==> src/rtl/drm_pkg.sv <==
// Package for the drip rate meter: phase, sequencer, result kind and register index codes,
// together with the fixed field widths and constants.
// Has no dependencies; used by rtl/drip_rate_meter.sv.
package drm_pkg;

  typedef enum logic [1:0] {
    PH_IDLE,
    PH_DROP,
    PH_ALARM,
    PH_HALT
  } phase_t;

  typedef enum logic [3:0] {
    SQ_READY,
    SQ_EVENT,
    SQ_PCHK,
    SQ_SCHK,
    SQ_SECS,
    SQ_FACT,
    SQ_MUL,
    SQ_QUO,
    SQ_REPORT,
    SQ_OVF
  } seq_t;

  typedef enum logic [2:0] {
    KIND_DROP    = 3'd0,
    KIND_SPEED   = 3'd1,
    KIND_AVERAGE = 3'd2,
    KIND_ALARM   = 3'd3,
    KIND_RESUMED = 3'd4
  } kind_t;

  typedef enum logic [1:0] {
    REG_COUNT_MODE   = 2'd0,
    REG_DROPS_PER_ML = 2'd1,
    REG_PERIOD_MS    = 2'd2,
    REG_WARNING_MS   = 2'd3
  } reg_idx_t;

  localparam int VALUE_W  = 15;
  localparam int SECS_W   = 23;
  localparam int FACTOR_W = 12;
  localparam int CFG_W    = 16;

  localparam logic [VALUE_W-1:0]  VALUE_MAX = 15'h7FFF;
  localparam logic [SECS_W-1:0]   SECS_MAX  = 23'h7FFFFF;
  localparam logic [FACTOR_W-1:0] ML_FACTOR_NUM = 12'd3600;
  localparam logic [FACTOR_W-1:0] DPM_FACTOR    = 12'd60;
  localparam logic [9:0]          MS_PER_S      = 10'd1000;

  localparam logic [7:0]  DPML_RESET   = 8'd20;
  localparam logic [15:0] PERIOD_RESET = 16'd5000;
  localparam logic [15:0] WARN_RESET   = 16'd3000;

endpackage

==> src/rtl/drip_rate_meter.sv <==
// Drip rate meter: counts drops from 1 ms sensor ticks, reports flow speed and average,
// and raises a blocked alarm. Depends on rtl/drm_pkg.sv.
//
// Usage. Each request on the in_ channel is one 1 ms tick carrying the sensor level, the
// active-low resume button and a stop request. Each tick gives zero to three results on the
// out_ channel, the final one marked by out_tlast; out_tuser carries the result kind.
// Configuration registers are written through cfg_we, cfg_addr and cfg_wdata; the user must
// write them only while the block is idle, which the block itself does not enforce.
// Throughput: one tick at a time. A speed or average report runs a bit-serial sequence
// through one shared restoring divider and a shift-add multiplier: the seconds, then the
// rate factor (drops-per-ml mode only), the product and the quotient; when the seconds are
// zero the sequence ends after the seconds. A stop request served after a speed report in
// the same tick runs the sequence a second time.
// Results leave through a single output register; a new tick is taken while the last result
// of the previous one still waits there. When the receiver stalls, the sequencer holds at
// the next result until the register frees.
// Reset: registers return to their defaults, timers and counts clear and the meter waits for
// a drop. After an average report the meter halts and ignores ticks until the next reset.
module drip_rate_meter #(
  parameter int COUNT_WIDTH = 16,
  parameter int TIME_WIDTH  = 32
) (
  input  logic        clk,
  input  logic        rst_n,
  input  logic        in_tvalid,
  output logic        in_tready,
  input  logic [7:0]  in_tdata,   // [0] sensor_level, [1] resume_button_n, [2] stop_request
  output logic        out_tvalid,
  input  logic        out_tready,
  output logic [39:0] out_tdata,  // [14:0] value, [37:15] run_seconds, [38] error_flag
  output logic [2:0]  out_tuser,  // [2:0] kind
  output logic        out_tlast,
  input  logic        cfg_we,
  input  logic [1:0]  cfg_addr,
  input  logic [15:0] cfg_wdata
);

  localparam int CW   = COUNT_WIDTH;
  localparam int TW   = TIME_WIDTH;
  localparam int FW   = drm_pkg::FACTOR_W;
  localparam int SW   = TW - 9;
  localparam int PW   = CW + FW;
  localparam int NW   = (TW > PW) ? TW : PW;
  localparam int RW   = ((SW > 10) ? SW : 10) + 1;
  localparam int CNTW = $clog2(NW + 1);
  localparam int VW   = drm_pkg::VALUE_W;
  localparam int XW   = drm_pkg::SECS_W;
  localparam int VXW  = (CW > VW) ? CW : VW;
  localparam int SXW  = (SW > XW) ? SW : XW;

  drm_pkg::seq_t   seq_r, seq_nxt;
  drm_pkg::phase_t phase_r, phase_nxt;
  logic            aid_r, aid_nxt;
  logic            stop_r, stop_nxt;
  logic [TW-1:0]   blocked_r, blocked_nxt;
  logic [TW-1:0]   period_r, period_nxt;
  logic [TW-1:0]   run_r, run_nxt;
  logic [CW-1:0]   pdrops_r, pdrops_nxt;
  logic [CW-1:0]   tdrops_r, tdrops_nxt;

  logic            mode_r, mode_nxt;
  logic [7:0]      dpm_r, dpm_nxt;
  logic [15:0]     period_ms_r, period_ms_nxt;
  logic [15:0]     warn_ms_r, warn_ms_nxt;

  drm_pkg::kind_t  ev_kind_r, ev_kind_nxt;
  logic            ev_last_r, ev_last_nxt;
  logic            ev_chk_r, ev_chk_nxt;
  logic            op_avg_r, op_avg_nxt;
  logic            zero_r, zero_nxt;
  logic [CNTW-1:0] cnt_r, cnt_nxt;
  logic [NW-1:0]   num_r, num_nxt;
  logic [RW-1:0]   rem_r, rem_nxt;
  logic [RW-1:0]   div_r, div_nxt;
  logic [SW-1:0]   secs_r, secs_nxt;
  logic [FW-1:0]   fac_r, fac_nxt;
  logic [PW-1:0]   prod_r, prod_nxt;
  logic [CW-1:0]   drops_r, drops_nxt;

  logic            out_valid_r, out_valid_nxt;
  drm_pkg::kind_t  out_kind_r, out_kind_nxt;
  logic [VW-1:0]   out_value_r, out_value_nxt;
  logic [XW-1:0]   out_secs_r, out_secs_nxt;
  logic            out_err_r, out_err_nxt;
  logic            out_last_r, out_last_nxt;

  logic            in_acc, slot_free, cnt_last;
  logic            lvl, btn_n, stp, stop_tk, more, period_due;
  logic [TW-1:0]   run_inc, per_inc, blk_inc;
  logic            tk_evt, tk_chk, tk_last;
  drm_pkg::kind_t  tk_kind;
  drm_pkg::phase_t tk_phase;
  logic [RW-1:0]   step_sh;
  logic            step_ge;
  logic [RW-1:0]   step_rem;
  logic [NW-1:0]   step_num;
  logic [PW-1:0]   quo;
  logic            ovf, ovf_eff;
  logic [VW-1:0]   rate_value, pd_sat;
  logic [VXW-1:0]  pd_x;
  logic [SXW-1:0]  secs_x;
  logic [XW-1:0]   secs_sat;

  assign in_tready  = (seq_r == drm_pkg::SQ_READY);
  assign in_acc     = in_tvalid && in_tready;
  assign slot_free  = !out_valid_r || out_tready;
  assign cnt_last   = (cnt_r == CNTW'(1));
  assign lvl        = in_tdata[0];
  assign btn_n      = in_tdata[1];
  assign stp        = in_tdata[2];

  assign run_inc    = (&run_r) ? run_r : run_r + TW'(1);
  assign per_inc    = (&period_r) ? period_r : period_r + TW'(1);
  assign blk_inc    = (&blocked_r) ? blocked_r : blocked_r + TW'(1);
  assign stop_tk    = stop_r || stp;
  assign more       = (per_inc >= TW'(period_ms_r)) || stop_tk;
  assign period_due = (period_r >= TW'(period_ms_r));

  assign step_sh    = {rem_r[RW-2:0], num_r[NW-1]};
  assign step_ge    = (step_sh >= div_r);
  assign step_rem   = step_ge ? step_sh - div_r : step_sh;
  assign step_num   = {num_r[NW-2:0], step_ge};

  assign quo        = num_r[PW-1:0];
  assign ovf        = |quo[PW-1:VW];
  assign ovf_eff    = !zero_r && ovf;
  assign rate_value = zero_r ? '0 : (ovf ? drm_pkg::VALUE_MAX : quo[VW-1:0]);

  assign pd_x       = VXW'(pdrops_r);
  assign pd_sat     = (pd_x > VXW'(drm_pkg::VALUE_MAX)) ? drm_pkg::VALUE_MAX : pd_x[VW-1:0];
  assign secs_x     = SXW'(secs_r);
  assign secs_sat   = (secs_x > SXW'(drm_pkg::SECS_MAX)) ? drm_pkg::SECS_MAX : secs_x[XW-1:0];

  // Decode of one tick against the current phase.
  always_comb begin
    tk_evt   = 1'b0;
    tk_chk   = 1'b0;
    tk_last  = 1'b1;
    tk_kind  = drm_pkg::KIND_DROP;
    tk_phase = phase_r;
    case (phase_r)
      drm_pkg::PH_ALARM: begin
        if (!btn_n) begin
          tk_evt   = 1'b1;
          tk_kind  = drm_pkg::KIND_RESUMED;
          tk_phase = aid_r ? drm_pkg::PH_DROP : drm_pkg::PH_IDLE;
        end
      end
      drm_pkg::PH_DROP: begin
        if (!lvl) begin
          tk_evt   = 1'b1;
          tk_kind  = drm_pkg::KIND_DROP;
          tk_last  = !more;
          tk_chk   = more;
          tk_phase = drm_pkg::PH_IDLE;
        end else if (blk_inc >= TW'(warn_ms_r)) begin
          tk_evt   = 1'b1;
          tk_kind  = drm_pkg::KIND_ALARM;
          tk_phase = drm_pkg::PH_ALARM;
        end
      end
      drm_pkg::PH_IDLE: begin
        if (lvl) begin
          tk_phase = drm_pkg::PH_DROP;
        end else begin
          tk_chk = 1'b1;
        end
      end
      default: begin
      end
    endcase
  end

  // Sequencer next state.
  always_comb begin
    seq_nxt = seq_r;
    case (seq_r)
      drm_pkg::SQ_READY: begin
        if (in_acc) begin
          if (tk_evt) begin
            seq_nxt = drm_pkg::SQ_EVENT;
          end else if (tk_chk) begin
            seq_nxt = drm_pkg::SQ_PCHK;
          end
        end
      end
      drm_pkg::SQ_EVENT: begin
        if (slot_free) begin
          seq_nxt = ev_chk_r ? drm_pkg::SQ_PCHK : drm_pkg::SQ_READY;
        end
      end
      drm_pkg::SQ_PCHK: begin
        seq_nxt = period_due ? drm_pkg::SQ_SECS : drm_pkg::SQ_SCHK;
      end
      drm_pkg::SQ_SCHK: begin
        seq_nxt = stop_r ? drm_pkg::SQ_SECS : drm_pkg::SQ_READY;
      end
      drm_pkg::SQ_SECS: begin
        if (cnt_last) begin
          if (zero_r) begin
            seq_nxt = drm_pkg::SQ_REPORT;
          end else begin
            seq_nxt = mode_r ? drm_pkg::SQ_MUL : drm_pkg::SQ_FACT;
          end
        end
      end
      drm_pkg::SQ_FACT: begin
        if (cnt_last) begin
          seq_nxt = drm_pkg::SQ_MUL;
        end
      end
      drm_pkg::SQ_MUL: begin
        if (cnt_last) begin
          seq_nxt = drm_pkg::SQ_QUO;
        end
      end
      drm_pkg::SQ_QUO: begin
        if (cnt_last) begin
          seq_nxt = drm_pkg::SQ_REPORT;
        end
      end
      drm_pkg::SQ_REPORT: begin
        if (slot_free) begin
          if (op_avg_r) begin
            seq_nxt = drm_pkg::SQ_READY;
          end else begin
            seq_nxt = ovf_eff ? drm_pkg::SQ_OVF : drm_pkg::SQ_SCHK;
          end
        end
      end
      drm_pkg::SQ_OVF: begin
        if (slot_free) begin
          seq_nxt = drm_pkg::SQ_READY;
        end
      end
      default: begin
        seq_nxt = drm_pkg::SQ_READY;
      end
    endcase
  end

  // Sequencer outputs: configuration writes, state updates, serial datapath and the result register.
  always_comb begin
    phase_nxt     = phase_r;
    aid_nxt       = aid_r;
    stop_nxt      = stop_r;
    blocked_nxt   = blocked_r;
    period_nxt    = period_r;
    run_nxt       = run_r;
    pdrops_nxt    = pdrops_r;
    tdrops_nxt    = tdrops_r;
    mode_nxt      = mode_r;
    dpm_nxt       = dpm_r;
    period_ms_nxt = period_ms_r;
    warn_ms_nxt   = warn_ms_r;
    ev_kind_nxt   = ev_kind_r;
    ev_last_nxt   = ev_last_r;
    ev_chk_nxt    = ev_chk_r;
    op_avg_nxt    = op_avg_r;
    zero_nxt      = zero_r;
    cnt_nxt       = cnt_r;
    num_nxt       = num_r;
    rem_nxt       = rem_r;
    div_nxt       = div_r;
    secs_nxt      = secs_r;
    fac_nxt       = fac_r;
    prod_nxt      = prod_r;
    drops_nxt     = drops_r;
    out_valid_nxt = out_valid_r && !out_tready;
    out_kind_nxt  = out_kind_r;
    out_value_nxt = out_value_r;
    out_secs_nxt  = out_secs_r;
    out_err_nxt   = out_err_r;
    out_last_nxt  = out_last_r;

    if (cfg_we) begin
      case (drm_pkg::reg_idx_t'(cfg_addr))
        drm_pkg::REG_COUNT_MODE:   mode_nxt      = cfg_wdata[0];
        drm_pkg::REG_DROPS_PER_ML: dpm_nxt       = cfg_wdata[7:0];
        drm_pkg::REG_PERIOD_MS:    period_ms_nxt = cfg_wdata;
        drm_pkg::REG_WARNING_MS:   warn_ms_nxt   = cfg_wdata;
        default: begin
        end
      endcase
    end

    case (seq_r)
      drm_pkg::SQ_READY: begin
        if (in_acc && (phase_r != drm_pkg::PH_HALT)) begin
          stop_nxt    = stop_tk;
          run_nxt     = run_inc;
          period_nxt  = per_inc;
          phase_nxt   = tk_phase;
          ev_kind_nxt = tk_kind;
          ev_last_nxt = tk_last;
          ev_chk_nxt  = tk_chk;
          if (phase_r == drm_pkg::PH_DROP) begin
            blocked_nxt = blk_inc;
            if (!lvl) begin
              pdrops_nxt = (&pdrops_r) ? pdrops_r : pdrops_r + CW'(1);
              tdrops_nxt = (&tdrops_r) ? tdrops_r : tdrops_r + CW'(1);
            end else if (tk_phase == drm_pkg::PH_ALARM) begin
              aid_nxt = 1'b1;
            end
          end else if ((phase_r == drm_pkg::PH_IDLE) && lvl) begin
            blocked_nxt = '0;
          end
        end
      end
      drm_pkg::SQ_EVENT: begin
        if (slot_free) begin
          out_valid_nxt = 1'b1;
          out_kind_nxt  = ev_kind_r;
          out_value_nxt = (ev_kind_r == drm_pkg::KIND_DROP) ? pd_sat : '0;
          out_secs_nxt  = '0;
          out_err_nxt   = 1'b0;
          out_last_nxt  = ev_last_r;
        end
      end
      drm_pkg::SQ_PCHK: begin
        op_avg_nxt = 1'b0;
        zero_nxt   = (period_r < TW'(drm_pkg::MS_PER_S));
        num_nxt    = NW'(period_r) << (NW - TW);
        rem_nxt    = '0;
        div_nxt    = RW'(drm_pkg::MS_PER_S);
        cnt_nxt    = CNTW'(TW);
        drops_nxt  = pdrops_r;
      end
      drm_pkg::SQ_SCHK: begin
        op_avg_nxt = 1'b1;
        zero_nxt   = (run_r < TW'(drm_pkg::MS_PER_S));
        num_nxt    = NW'(run_r) << (NW - TW);
        rem_nxt    = '0;
        div_nxt    = RW'(drm_pkg::MS_PER_S);
        cnt_nxt    = CNTW'(TW);
        drops_nxt  = tdrops_r;
      end
      drm_pkg::SQ_SECS: begin
        num_nxt = step_num;
        rem_nxt = step_rem;
        cnt_nxt = cnt_r - CNTW'(1);
        if (cnt_last) begin
          secs_nxt = step_num[SW-1:0];
          prod_nxt = '0;
          cnt_nxt  = CNTW'(FW);
          if (mode_r) begin
            fac_nxt = drm_pkg::DPM_FACTOR;
          end else begin
            num_nxt = NW'(drm_pkg::ML_FACTOR_NUM) << (NW - FW);
            rem_nxt = '0;
            div_nxt = RW'((dpm_r == 8'd0) ? 8'd1 : dpm_r);
          end
        end
      end
      drm_pkg::SQ_FACT: begin
        num_nxt = step_num;
        rem_nxt = step_rem;
        cnt_nxt = cnt_r - CNTW'(1);
        if (cnt_last) begin
          fac_nxt = step_num[FW-1:0];
          cnt_nxt = CNTW'(FW);
        end
      end
      drm_pkg::SQ_MUL: begin
        prod_nxt = {prod_r[PW-2:0], 1'b0} + (fac_r[FW-1] ? PW'(drops_r) : '0);
        fac_nxt  = {fac_r[FW-2:0], 1'b0};
        cnt_nxt  = cnt_r - CNTW'(1);
        if (cnt_last) begin
          num_nxt = NW'(prod_nxt) << (NW - PW);
          rem_nxt = '0;
          div_nxt = RW'(secs_r);
          cnt_nxt = CNTW'(PW);
        end
      end
      drm_pkg::SQ_QUO: begin
        num_nxt = step_num;
        rem_nxt = step_rem;
        cnt_nxt = cnt_r - CNTW'(1);
      end
      drm_pkg::SQ_REPORT: begin
        if (slot_free) begin
          out_valid_nxt = 1'b1;
          out_value_nxt = rate_value;
          out_err_nxt   = zero_r || ovf;
          if (op_avg_r) begin
            out_kind_nxt = drm_pkg::KIND_AVERAGE;
            out_secs_nxt = secs_sat;
            out_last_nxt = 1'b1;
            phase_nxt    = drm_pkg::PH_HALT;
            stop_nxt     = 1'b0;
          end else begin
            out_kind_nxt = drm_pkg::KIND_SPEED;
            out_secs_nxt = '0;
            out_last_nxt = !(ovf_eff || stop_r);
            period_nxt   = '0;
            pdrops_nxt   = '0;
          end
        end
      end
      drm_pkg::SQ_OVF: begin
        if (slot_free) begin
          out_valid_nxt = 1'b1;
          out_kind_nxt  = drm_pkg::KIND_ALARM;
          out_value_nxt = drm_pkg::VALUE_MAX;
          out_secs_nxt  = '0;
          out_err_nxt   = 1'b1;
          out_last_nxt  = 1'b1;
          phase_nxt     = drm_pkg::PH_ALARM;
          aid_nxt       = 1'b0;
        end
      end
      default: begin
      end
    endcase
  end

  always_ff @(posedge clk) begin
    if (!rst_n) begin
      seq_r       <= drm_pkg::SQ_READY;
      phase_r     <= drm_pkg::PH_IDLE;
      aid_r       <= 1'b0;
      stop_r      <= 1'b0;
      blocked_r   <= '0;
      period_r    <= '0;
      run_r       <= '0;
      pdrops_r    <= '0;
      tdrops_r    <= '0;
      mode_r      <= 1'b0;
      dpm_r       <= drm_pkg::DPML_RESET;
      period_ms_r <= drm_pkg::PERIOD_RESET;
      warn_ms_r   <= drm_pkg::WARN_RESET;
      out_valid_r <= 1'b0;
    end else begin
      seq_r       <= seq_nxt;
      phase_r     <= phase_nxt;
      aid_r       <= aid_nxt;
      stop_r      <= stop_nxt;
      blocked_r   <= blocked_nxt;
      period_r    <= period_nxt;
      run_r       <= run_nxt;
      pdrops_r    <= pdrops_nxt;
      tdrops_r    <= tdrops_nxt;
      mode_r      <= mode_nxt;
      dpm_r       <= dpm_nxt;
      period_ms_r <= period_ms_nxt;
      warn_ms_r   <= warn_ms_nxt;
      out_valid_r <= out_valid_nxt;
    end
  end

  always_ff @(posedge clk) begin
    ev_kind_r   <= ev_kind_nxt;
    ev_last_r   <= ev_last_nxt;
    ev_chk_r    <= ev_chk_nxt;
    op_avg_r    <= op_avg_nxt;
    zero_r      <= zero_nxt;
    cnt_r       <= cnt_nxt;
    num_r       <= num_nxt;
    rem_r       <= rem_nxt;
    div_r       <= div_nxt;
    secs_r      <= secs_nxt;
    fac_r       <= fac_nxt;
    prod_r      <= prod_nxt;
    drops_r     <= drops_nxt;
    out_kind_r  <= out_kind_nxt;
    out_value_r <= out_value_nxt;
    out_secs_r  <= out_secs_nxt;
    out_err_r   <= out_err_nxt;
    out_last_r  <= out_last_nxt;
  end

  assign out_tvalid = out_valid_r;
  assign out_tdata  = {1'b0, out_err_r, out_secs_r, out_value_r};
  assign out_tuser  = out_kind_r;
  assign out_tlast  = out_last_r;

  // Once halted, the meter stays halted until reset.
  a_halt_sticky: assert property (@(posedge clk) disable iff (!rst_n)
    (phase_r == drm_pkg::PH_HALT) |=> (phase_r == drm_pkg::PH_HALT))
    else $error("halted phase was left without reset");

  // A tick taken while halted leaves the run timer unchanged.
  a_halt_frozen: assert property (@(posedge clk) disable iff (!rst_n)
    (in_acc && (phase_r == drm_pkg::PH_HALT)) |=> $stable(run_r))
    else $error("run timer moved while halted");

  // No stop request stays pending once the average has been reported.
  a_stop_served: assert property (@(posedge clk) disable iff (!rst_n)
    (phase_r == drm_pkg::PH_HALT) |-> !stop_r)
    else $error("stop request pending in halted phase");

  // Run seconds are only carried by the average report.
  a_secs_avg_only: assert property (@(posedge clk) disable iff (!rst_n)
    (out_valid_r && (out_kind_r != drm_pkg::KIND_AVERAGE)) |-> (out_secs_r == '0))
    else $error("run seconds on a result other than the average");

  // Drop, resume and blocked results never carry an error.
  a_err_reports: assert property (@(posedge clk) disable iff (!rst_n)
    (out_valid_r && out_err_r) |->
      ((out_kind_r == drm_pkg::KIND_SPEED) || (out_kind_r == drm_pkg::KIND_AVERAGE) ||
       ((out_kind_r == drm_pkg::KIND_ALARM) && (out_value_r == drm_pkg::VALUE_MAX))))
    else $error("error flag on a result that cannot fail");

endmodule

==> config.mk <==
export PLATFORM = sky130hd
export DESIGN_NAME = drip_rate_meter
export DESIGN_NICKNAME = d
export VERILOG_FILES = /design/src/rtl/drm_pkg.sv /design/src/rtl/drip_rate_meter.sv
export SDC_FILE = /design/constraint.sdc
export NUM_CORES = 1
export LEC_CHECK = 0
export BUFFER_PORTS_ARGS = -buffer_cell sky130_fd_sc_hd__buf_2
export CAP_MARGIN = 20
export CELL_PAD_IN_SITES_DETAIL_PLACEMENT = 1
export CELL_PAD_IN_SITES_GLOBAL_PLACEMENT = 2
export CORE_ASPECT_RATIO = 0.5
export CORE_MARGIN = 2
export CORE_UTILIZATION = 43
export CTS_BUF_LIST = sky130_fd_sc_hd__clkbuf_16
export DETAILED_ROUTE_END_ITERATION = 8
export GPL_TIMING_DRIVEN = 0
export PLACE_DENSITY_LB_ADDON = 0.08
export SLEW_MARGIN = 10
export SYNTH_ARGS = -nofsm -noshare
export SYNTH_HDL_FRONTEND = slang
export SYNTH_SLANG_ARGS = --single-unit
==> constraint.sdc <==
create_clock -name clk -period 9.5 [get_ports clk]
set_input_delay 0 -clock clk [delete_from_list [all_inputs] [get_ports clk]]
set_output_delay 0 -clock clk [all_outputs]
set_load 0.01 [all_outputs]
# --- Word level (Yosys, flattened, before mapping) ---
# Index checks and enable logic that the tools add are counted.
word_totals:
  ff_bits: 391
  inputBits: 31
  out_inout_bits: 46
  wordCells: 275
classes:
  addsub: 8
  order_cmp: 8
  n_eq_ne: 37
  muxes: 119
  n_bitwise: 4
  n_reduce_logical: 67
op_table:
  columns: ["cell", "count"]
  rows:
  - ["$mux 32", 10]
  - ["$mux 23", 8]
  - ["$pmux 32 s5", 1]
  - ["$mux 16", 7]
  - ["$mux 15", 7]
  - ["$add 32x1->32 const B", 3]
  - ["$ge 32x16->1", 3]
  - ["$reduce_and 32->1", 3]
  - ["$pmux 23 s4", 1]
  - ["$mux 24", 3]
  - ["$pmux 24 s3", 1]
  - ["$lt 32x10->1 const B", 2]
  - ["$pmux 16 s2", 2]
  - ["$pmux 32 s2", 1]
  - ["$pmux 27 s2", 1]
  - ["$mux 4", 13]
  - ["$pmux 23 s2", 1]
  - ["$pmux 15 s3", 1]
  - ["$pmux 4 s10", 1]
  - ["$mux 12", 3]
  - ["$pmux 12 s3", 1]
  - ["$add 16x1->16 const B", 2]
  - ["$reduce_and 16->1", 2]
  - ["$add 28x16->28", 1]
  - ["49 further kinds", 165]

# --- Depth between registers and ports, before layout ---
logic_depth:
  depth_word: 12
  depth_mapped: 22
  mapped_depth_nobuf: 20

# --- Worst setup path before layout ---
# No wires, ideal clock.
synth_timing:
  path_type: "register to register"
  startpoint: "register blocked_r[0]"
  endpoint: "register seq_r[0]"
  setup_time_ns: 0.087
  arrival_time_ns: 4.221
  setup_slack_ns: 5.193
  path_stages_with_launch: 23
  n_path_buf: 2
  period_less_slack_ns: 4.307
  cell_sequence: "dfxtp_1 ha_1 clkbuf_1 nand4_1 or4_1 nor4_2 buf_2 nor3_1 nand3_1 nor2_1 nand3_1 xnor2_1 ha_1 a21oi_1 nor2b_1 o21ai_0 o211ai_1 a21oi_1 nand4_1 nor4_4 a22oi_1 or2_1 a221oi_2"
synth_via:
  elab_chain_len: 9
synth_rtl:
  columns: ["item", "line_no", "source"]
  rows:
  - ["start: declaration", "drip_rate_meter.sv:55", "logic [TW-1:0] blocked_r, blocked_nxt;"]
  - ["start signal: assignment", "drip_rate_meter.sv:438", "blocked_r <= blocked_nxt;"]
  - ["$add 32x1->32 / $reduce_and 32->1 (equally long branches)", "drip_rate_meter.sv:114", "assign blk_inc = (&blocked_r) ? blocked_r : blocked_r + TW'(1);"]
  - ["$mux 32 (*)", "drip_rate_meter.sv:114", null]
  - ["$ge 32x16->1 (*)", "drip_rate_meter.sv:156", "end else if (blk_inc >= TW'(warn_ms_r)) begin"]
  - ["$mux 1 (*)", "drip_rate_meter.sv:156", null]
  - ["$mux 1 (*)", "drip_rate_meter.sv:150", "if (!lvl) begin"]
  - ["$pmux 1 s2 (*)", "drip_rate_meter.sv:141", "case (phase_r)"]
  - ["$mux 4", "drip_rate_meter.sv:180", "if (tk_evt) begin"]
  - ["$mux 4", "drip_rate_meter.sv:179", "if (in_acc) begin"]
  - ["$pmux 4 s10", "drip_rate_meter.sv:177", "case (seq_r)"]
  - ["end signal: assignment", "drip_rate_meter.sv:419", "seq_r <= drm_pkg::SQ_READY;"]
  - ["end signal: assignment", "drip_rate_meter.sv:434", "seq_r <= seq_nxt;"]
  - ["end: declaration", "drip_rate_meter.sv:51", "drm_pkg::seq_t seq_r, seq_nxt;"]
# Mark *: on every way between the ends. The rest lies on a longest branch, timed or not. The select of a mux whose other input is x is not followed.
# A chain may end at the register's enable or synchronous reset.

# --- Worst setup path in the final report ---
layout_timing:
  startpoint: "register blocked_r[0]"
  endpoint: "register seq_r[3]"
# The elaborated chain is that of the path after synthesis.

==> metrics.md <==
| Metric | Value |
|---|---|
| Status | `finished clean` |
| Synth warn | `0` |
| P&R area growth vs syn | `13.3%` |
| Synth Net Count | `2,539` |
| Relative slew slack | `21.5%` |
| RSZ-0062 raised after global routing | `no` |
| Crit-path slowest cell | `nor4_4` |
| Post-route cell area | `24,600 um^2` |
| Async S/R FF share, synth | `0%` |
| Layout Cells excl Fill | `3,250` |
| Post-CTS Resized | `0` |
| Critical Path RT | `9980 ps` |
| Clock transition at path regs | `60 ps` |
| Yosys top cell area share | `29.1%` |
| Total power | `5.84 mW` |
| Setup TNS | `0 ps` |
| Sequential fraction of design power | `39.9%` |
| Final wirelength | `76,600 um` |
| Row count | `58` |
| DRT iter0 DRCs | `1,846` |
| Post-Syn Instances | `2,409` |
| Sw Ratio | `37.8%` |
| Tmin final | `5690 ps` |
| Worst-margin pin slew | `1180 ps` |
| Final Wtd Congestion | `0.905` |
| Final period util | `59.9%` |
| VDD IR-drop max | `0.000114 V` |
| Cts hold-fix bufs | `23` |
| CTS Sinks | `389` |
| Total number of vias | `19,100` |
| Largest net degree at the start of global routing | `24` |
| Crit-path cells | `ha_1, clkbuf_1, nand4_1, or4_1, nor4_2, buf_2, nor3_1, nand3_1, nor2_1, nand3_1, xnor2_1, ha_1, a21oi_1, nor2b_1, o21ai_0, o211ai_1, a21oi_1, nand4_1, nor4_4, a22oi_1, o21ai_2, mux2i_1` |
| Leak | `9.68 nW` |
| Worst stage delay on the critical path | `520 ps` |
| Starting density of the core | `43.4%` |
| Share of layout cells above drive strength 1 | `7.68%` |
| Initial antenna violation count | `0` |
| First-pass GRT wire length | `116,000 um` |
| HP Class | `input pin to flip-flop` |
| Post-synth EDFFs | `211` |
| Wire per inst | `23.6 um` |
| Post-CTS Setup Bufs | `0` |
| Mean Syn Cell Area | `9.03 um^2` |
| Antenna cells | `0` |
| Internal | `3.63 mW` |
| Yosys reg bits | `389` |
| Worst setup EP type | `flip-flop` |
| CP bufs+invs | `2` |
| H-tree levels | `2` |
| Final hold violations | `0` |
| Final #Nets | `2,687` |
| F_max | `176 MHz` |
| Placed inst area | `23,100 um^2` |
| TritonCTS clock tree | `yes` |
| GRT Overall Usage | `29.1%` |
| Final setup violation count | `0` |
| Crit path arrival time | `6170 ps` |
| Antenna Nets Post-Route | `0` |
| Clock buffer depth | `3` |
| Hold WS | `73.1 ps` |
| Synth area leader | `edfxtp_1` |
| Finished Core Util | `49.2%` |
| DP HPWL | `58,100 um` |
| Ranking of synthesized cells by area | `edfxtp_1 29%, dfxtp_1 16%, ha_1 5.6%, nor2_1 5.1%, nand2_1 4.9%` |
| First drt pass iteration count | `5` |
| Pre-CTS setup slack | `3800 ps` |
| Critical path startpoint category | `flip-flop` |
| Width of the die | `322 um` |
| Top Ports | `77` |
| CTS root buf | `clkbuf_16` |
| Syn Std Cell Area | `21,700 um^2` |
| WS Path Type | `flip-flop to flip-flop` |
| Die height | `163 um` |
| Synth top cells by count | `295 x nor2_1, 283 x nand2_1, 211 x edfxtp_1` |
| CTS buffer count | `41` |
| Sequential fraction of the synthesis area | `45.5%` |
| Most common cell in the synthesized netlist | `nor2_1` |
| Core Region | `50,100 um^2` |
| PD cells | `237 nW/um^2` |
| Switching Power | `2.21 mW` |
| Final setup margin | `3810 ps` |
| Vias in the first global route | `19,000` |
| Post-synth top flop | `edfxtp_1` |
| Overflow after GRT | `0` |
| Crit-path max FO | `10` |
| Vias per cell | `5.89` |
| Placed insts | `3,150` |
| Clk network pwr share | `26.8%` |
| Final number of max-transition violations | `0` |
| Die footprint | `52,500 um^2` |
| DR DRC count | `0` |
| Combinational share of power | `33.3%` |
| Port buffer count | `70` |
| Synth unique cells | `88` |
| Clk_skew | `33.9 ps` |
| Clk_lat worst skew | `580 ps` |
| CP delay by family, top | `simple AND/OR/NAND/NOR gates` |
| Max-cap viol count | `0` |
## state kept, by name, indices dropped and copies added, names as in the netlist, 3 cells and up
signal / flops
blocked_r: 32
num_r: 32
period_r: 32
run_r: 32
prod_r: 27
div_r: 23
out_secs_r: 23
rem_r: 23
secs_r: 23
drops_r: 16
pd_x: 16
period_ms_r: 16
tdrops_r: 16
warn_ms_r: 16
out_value_r: 15
fac_r: 12
dpm_r: 8
cnt_r: 6
seq_r: 4
out_tuser: 3
## final timing paths
check / from / end / slack (ps) / depth (start not counted)
min: out_tready / out_tvalid / 70 / 4
min reg2reg: period_ms_r[6] / period_ms_r[6] / 460 / 2
max reg2reg: blocked_r[0] / seq_r[3] / 3810 / 22
max: blocked_r[0] / seq_r[3] / 3810 / 22
## cells in the final DEF, fill, tap and decap left out, types with 41 or more instances in the layout
cell type	count
a21oi_1	141
and2_1	56
and3_1	54
buf_2	88
clkbuf_1	100
clkbuf_16	43
dfxtp_1	178
edfxtp_1	211
ha_1	97
inv_1	112
mux2i_1	41
nand2_1	283
nand3_1	80
nand4_1	54
nor2_1	295
nor3_1	60
o21ai_0	128
xnor2_1	64
xor2_1	70
## logic make-up after synthesis
kind of cell               count (synthesis)  share of synthesized area (%)
AOI/OAI and AO/OA                        499                           14.6
xor gates and xnor gates                 134                           5.40
other                                      1                         0.0172
adders and majority gates                 99                           5.76
buffers and inverters                    230                           4.28
DFF                                      389                           45.5
muxes                                     42                           1.94
and+or+nand+nor                         1015                           22.4
## layer usage
| layer | wire length (um) | vias to the layer above | GRT usage [%] | part of all wire, % |
|---|---|---|---|---|
| met5 | 0 | - | 0 | 0 |
| met4 | 1860 | 0 | 7.33 | 2.4 |
| met3 | 5090 | 97 | 4.85 | 6.6 |
| met2 | 33700 | 537 | 44.9 | 44 |
| met1 | 35900 | 9557 | 42.4 | 47 |
| li1 | - | 8939 | - | - |
## power by group through the flow
stage	combinational, mW	sequential, mW	clock [mW]
after floorplan	1.23	2.29	0
after global placement	1.80	2.38	0
after detailed placement	1.91	2.36	0
after CTS	1.93	2.33	1.59
after global routing	2.13	2.35	1.65
final	1.95	2.33	1.57
## worst register-to-register path, stage by stage, from the launching register on
cell      delay [ps]
dfxtp_1          460
ha_1             190
clkbuf_1         300
nand4_1          130
or4_1            480
nor4_2           330
buf_2            310
nor3_1           140
nand3_1          250
nor2_1           130
nand3_1          170
xnor2_1          160
ha_1             270
a21oi_1          170
nor2b_1           60
o21ai_0          160
o211ai_1         110
a21oi_1          300
nand4_1          220
nor4_4           520
a22oi_1          250
o21ai_2          310
mux2i_1          220
## final cells by class
type	count	area, um^2
Fill cell	5839	25400
Multi-Input combinational cell	1790	11000
Sequential cell	389	9900
Clock buffer	43	1080
Tap cell	660	826
Timing Repair Buffer	105	724
Buffer	133	567
Inverter	97	364
Clock inverter	33	184
(Power assumes the default switching activity.)
